## config.mk

```make
export PLATFORM = sky130hd
export DESIGN_NAME = cpa_ctrl
export DESIGN_NICKNAME = d
export VERILOG_FILES = /design/src/cpa_pkg.sv /design/src/cpa_ctrl.sv
export SDC_FILE = /design/constraint.sdc
export NUM_CORES = 1
export LEC_CHECK = 0
export ABC_CLOCK_PERIOD_IN_PS = 2070
export BUFFER_PORTS_ARGS = -buffer_cell sky130_fd_sc_hd__buf_2
export CORE_AREA = 3 3 40 42
export CTS_CLUSTER_DIAMETER = 120
export DETAILED_ROUTE_END_ITERATION = 7
export DIE_AREA = 0 0 43 45
export PLACE_DENSITY = 0.73
export SYNTH_ARGS = -nofsm -noshare
export SYNTH_HDL_FRONTEND = slang
export SYNTH_SLANG_ARGS = --single-unit
```

## constraint.sdc

```tcl
create_clock -name clock -period 2.07 [get_ports clock]
set_input_delay 0.414 -clock clock [delete_from_list [all_inputs] [get_ports clock]]
set_output_delay 0.414 -clock clock [all_outputs]
set_load 0.01 [all_outputs]
```

## src/cpa_pkg.sv

```systemverilog
package cpa_pkg;

   localparam int MAP_PAGES_DEF = 4096;

   localparam int ADDR_W     = 56;
   localparam int COUNT_W    = 13;
   localparam int STATUS_W   = 3;
   localparam int PAGE_SHIFT = 12;

   // stream payload widths, padded to whole bytes
   localparam int REQ_DATA_W = ((COUNT_W + ADDR_W + 7) / 8) * 8;
   localparam int RSP_DATA_W = ((STATUS_W + ADDR_W + 7) / 8) * 8;

   // per-page mark bits
   localparam logic [1:0] MARK_TAKEN = 2'b01;
   localparam logic [1:0] MARK_LAST  = 2'b10;

   // request kinds
   localparam logic OP_ALLOC = 1'b0;
   localparam logic OP_FREE  = 1'b1;

   typedef enum logic [STATUS_W-1:0] {
      ST_OK           = 3'd0,
      ST_NO_SPACE     = 3'd1,
      ST_ZERO_COUNT   = 3'd2,
      ST_OUT_OF_RANGE = 3'd3,
      ST_UNTERMINATED = 3'd4
   } status_type;

   // controller to datapath
   typedef struct packed {
      logic       clr_wr;
      logic       capture;
      logic       prime;
      logic       scan;
      logic       mark;
      logic       free_chk;
      logic       walk;
      logic       set_status;
      status_type status;
      logic       load_out;
   } cmd_type;

   // datapath to controller
   typedef struct packed {
      logic count_zero;
      logic count_big;
      logic found;
      logic chk_last;
      logic ptr_last;
      logic mark_done;
      logic range_bad;
      logic pg_taken;
      logic pg_last;
   } sts_type;

endpackage

```

## src/cpa_ctrl.sv

```systemverilog
module cpa_ctrl (
   input  logic             clock,
   input  logic             reset,
   input  logic             req_tvalid,
   output logic             req_tready,
   input  logic             req_op,
   output logic             rsp_tvalid,
   input  logic             rsp_tready,
   input  cpa_pkg::sts_type sts,
   output cpa_pkg::cmd_type cmd
);

   typedef enum logic [3:0] {
      CLEAR,
      IDLE,
      ALLOC_CHECK,
      ALLOC_SCAN,
      ALLOC_MARK,
      FREE_CHECK,
      FREE_PRIME,
      FREE_WALK,
      RESP
   } state_type;

   state_type state_ff, state_in;
   logic      ready_ff;
   logic      rsp_valid_ff, rsp_valid_in;

   always_comb begin
      cmd          = '0;
      cmd.status   = cpa_pkg::ST_OK;
      state_in     = state_ff;
      rsp_valid_in = rsp_valid_ff && !rsp_tready;
      case (state_ff)
         CLEAR: begin
            cmd.clr_wr = 1'b1;
            if (sts.ptr_last) begin
               state_in = IDLE;
            end
         end
         IDLE: begin
            if (req_tvalid && ready_ff) begin
               cmd.capture = 1'b1;
               state_in = (req_op == cpa_pkg::OP_FREE) ? FREE_CHECK : ALLOC_CHECK;
            end
         end
         ALLOC_CHECK: begin
            if (sts.count_zero) begin
               cmd.set_status = 1'b1;
               cmd.status     = cpa_pkg::ST_ZERO_COUNT;
               state_in       = RESP;
            end else if (sts.count_big) begin
               cmd.set_status = 1'b1;
               cmd.status     = cpa_pkg::ST_NO_SPACE;
               state_in       = RESP;
            end else begin
               cmd.prime = 1'b1;
               state_in  = ALLOC_SCAN;
            end
         end
         ALLOC_SCAN: begin
            cmd.scan = 1'b1;
            if (sts.found) begin
               state_in = ALLOC_MARK;
            end else if (sts.chk_last) begin
               cmd.set_status = 1'b1;
               cmd.status     = cpa_pkg::ST_NO_SPACE;
               state_in       = RESP;
            end
         end
         ALLOC_MARK: begin
            cmd.mark = 1'b1;
            if (sts.mark_done) begin
               cmd.set_status = 1'b1;
               cmd.status     = cpa_pkg::ST_OK;
               state_in       = RESP;
            end
         end
         FREE_CHECK: begin
            if (sts.range_bad) begin
               cmd.set_status = 1'b1;
               cmd.status     = cpa_pkg::ST_OUT_OF_RANGE;
               state_in       = RESP;
            end else begin
               cmd.free_chk = 1'b1;
               state_in     = FREE_PRIME;
            end
         end
         FREE_PRIME: begin
            cmd.prime = 1'b1;
            state_in  = FREE_WALK;
         end
         FREE_WALK: begin
            cmd.walk = 1'b1;
            if (sts.pg_last) begin
               cmd.set_status = 1'b1;
               cmd.status     = cpa_pkg::ST_OK;
               state_in       = RESP;
            end else if (!sts.pg_taken || sts.chk_last) begin
               cmd.set_status = 1'b1;
               cmd.status     = cpa_pkg::ST_UNTERMINATED;
               state_in       = RESP;
            end
         end
         RESP: begin
            if (!rsp_valid_ff || rsp_tready) begin
               cmd.load_out = 1'b1;
               rsp_valid_in = 1'b1;
               state_in     = IDLE;
            end
         end
         default: begin
            state_in = IDLE;
         end
      endcase
   end

   always_ff @(posedge clock) begin
      if (reset) begin
         state_ff     <= CLEAR;
         ready_ff     <= 1'b0;
         rsp_valid_ff <= 1'b0;
      end else begin
         state_ff     <= state_in;
         ready_ff     <= (state_in == IDLE);
         rsp_valid_ff <= rsp_valid_in;
      end
   end

   assign req_tready = ready_ff;
   assign rsp_tvalid = rsp_valid_ff;

endmodule

```

==> summary.txt <==
Synthesis
  • Primary FF master, synth: dfxtp_1
  • Post-synth EDFFs: 0
  • Synthesized Nets: 78
  • Area of the mapped netlist: 524.3 um^2
  • Ys Warns: 0
  • Synth async-reset ratio: 0%
  • Sequential area share after synthesis: 22.91%
  • Syn_area_per_cell: 8.191 um^2
  • Cell count after synthesis: 64
  • Netlist cell types: 34
  • Flop and latch count out of synthesis: 6

Job
  • Maxcap violations: 0

Power and ir drop
  • Leakage: 0.3587 nW
  • Max VDD drop: 0.0002899 V
  • Power Density: 436.5 nW/um^2

Timing
  • Rel. slew slack: 70.00%
  • Period Utilization, post-route: 94.39%
  • Worst Tran Pin Value: 0.4438 ns
  • Clk_skew: 0.01293 ns
  • Final min period: 1.954 ns
  • Post-route worst setup slack: 0.1161 ns
  • RSZ-0062 raised after global routing: no
  • Max Freq: 0.5118 GHz
  • Post-Route Setup TNS: 0 ns
  • Final hold violation count: 0
  • Setup Viol. Count Final: 0
  • Max Slew Vio Count: 0

Place
  • Dpl cells: 104
  • DP Wirelength: 1.190 mm
  • Pre-CTS WS: 0.1550 ns
  • Port bufs: 27
  • Routability cong.: 0.8243

Clock tree
  • CTS tree: yes
  • Clk root buf: clkbuf_4
  • H-Tree Depth: 1
  • Hold buffer count at CTS: 0
  • Longest Clk Path Bufs: 2
  • Reg clk slew, reported paths: 0.05 ns
  • Setup bufs post-CTS: 0
  • Clk sinks: 6
  • Skew-Pair Late Insertion Delay: 0.25 ns
  • CTS Buf Count: 3

Layout
  • NumNets Final: 108
  • # fillers: 127
  • Layout cells sized above 1: 48.91%
  • Util after Layout: 55.01%
  • Antenna cells: 0
  • Area grow syn2layout: 34.84%
  • Fin cells: 107

GRT
  • First-pass GRT wire length: 2.594 mm
  • Largest net degree at the start of global routing: 15
  • Total congestion overflow: 0
  • GRT Total Usage: 17.89%
  • Antenna violations before repair: 0
  • Number of global-route vias before repair: 575

Worst setup path
  • Worst-path cell chain: and4bb_2 > a32oi_2 > nand2_1 > buf_2
  • Critical path type: reg2out
  • Startpoint Class: flop
  • CP Capture Type: primary output
  • CP Data Required Time: 1.66 ns
  • Critical-path top delay cell: dfxtp_2
  • Arrival @ worst endpoint: 1.54 ns
  • Buf/Inv on CP: 1
  • Worst-path maximum fanout: 14
  • Critical Path Max Stage Delay: 0.46 ns
  • Critical path's top delay family: flip-flops

Floorplan
  • IO Count: 28
  • Die height: 45 um
  • Initial Utilization: 40.80%
  • Die width: 43 um
  • Core ar.: 1285 um^2
  • Die area: 1935 um^2
  • Rows: 13

Drt
  • Antenna Nets Post-Route: 0
  • Via Count: 627
  • Wire length per cell: 14.67 um
  • Post-route DRC: 0
  • Drt first pass iters: 4
  • Detailed Route WL: 1.570 mm
  • Vias per cell: 5.860
  • Number of DRC markers in iteration 0: 15

Status
  • Status: finished, final reports clean

Hold path
  • Worst Hold Class: in2reg
==> sequential cells by signal (all words and copies together) (netlist names) <==
name / flops
state_ff: 4
req_tready: 1
rsp_tvalid: 1
==> path summary, 6_finish.rpt <==
check | depth (start not counted) | from | slack [ns] | end
max | 4 | state_ff[3] | 0.12 | cmd[4]
min reg2reg | 2 | state_ff[3] | 0.63 | rsp_tvalid
min | 2 | reset | 0.41 | state_ff[3]
max reg2reg | 6 | state_ff[3] | 0.43 | req_tready
==> routing by layer <==
metal	global-route usage, %	share of wire, %	vias up
met5	0	0	-
met1	20.19	44	287
met2	33.23	47	30
li1	-	-	306
met3	3.187	7.5	4
met4	7.229	1.1	0
==> cells in the mapped netlist (2+ instances only) <==
library cell / number / area share, %
a31oi_1: 2 / 2.4
and4bb_2: 2 / 4.8
nor3_1: 2 / 1.9
nand2_1: 4 / 2.9
nand3b_1: 3 / 4.3
a22o_1: 2 / 3.3
nor2_1: 6 / 4.3
buf_2: 3 / 2.9
a21oi_1: 2 / 1.9
nor4b_1: 3 / 5.0
inv_1: 2 / 1.4
a211oi_1: 2 / 2.9
nor2b_1: 2 / 2.4
dfxtp_1: 6 / 23
nand3_1: 4 / 3.8
==> where the power goes <==
group	total, W	switching, W	internal (W)
logic	0.0000632	0.0000316	0.0000315
clock network	0.000111	0.0000449	0.0000658
registers	0.000135	0.0000127	0.000122
==> cells in the final DEF (no fill, tap or decap), types with 2 or more instances in the layout <==
cell type,netlist,layout
buf_2,3,27
a211oi_1,2,2
dfxtp_1,6,3
nand3_1,4,4
nand3b_1,3,3
nor4b_2,1,2
nor3_1,2,2
a21oi_1,2,2
buf_4,0,2
a31oi_1,2,2
nor2b_1,2,2
clkbuf_4,0,3
nor2_1,6,6
nand2_1,4,4
dfxtp_2,0,3
nor4b_1,3,2
inv_1,2,2
a22o_1,2,2
and4bb_2,2,2
==> cell type report <==
type / count / area, um^2 / area share, %
timing repair buffer: 29 / 150.1 / 21.24
tap: 15 / 18.77 / 2.655
sequential: 6 / 123.9 / 17.52
clock buffer: 3 / 22.52 / 3.186
multi-input combinational: 51 / 380.4 / 53.81
inverter: 3 / 11.26 / 1.593
==> what timing repair did <==
action	4_1_cts	5_1_grt
hold endpoints to repair	0	0
resized for setup	4	1
endpoints found under the setup margin	3	2
==> through the flow <==
stage	hold WS (ns)	total power, W	instance area, um^2
floorplan	0.4831	0.0001681	524.3
CTS	0.4011	0.0003139	699.4
global placement	0.6635	0.0001963	666.9
global route	0.4132	0.0003272	706.9
detailed placement	0.6547	0.0001974	666.9
finish	0.4069	0.0003086	706.9
==> cell families (layout without fill, tap and decap cells) <==
family / after synthesis / in the layout / synth area share [%]
flip-flops: 6 / 6 / 22.91
buffers and inverters: 7 / 35 / 7.159
AND/OR/NAND/NOR: 36 / 36 / 48.93
AO/OA/AOI/OAI: 15 / 15 / 21.00
Note: power is estimated with default switching activity, not from simulation.
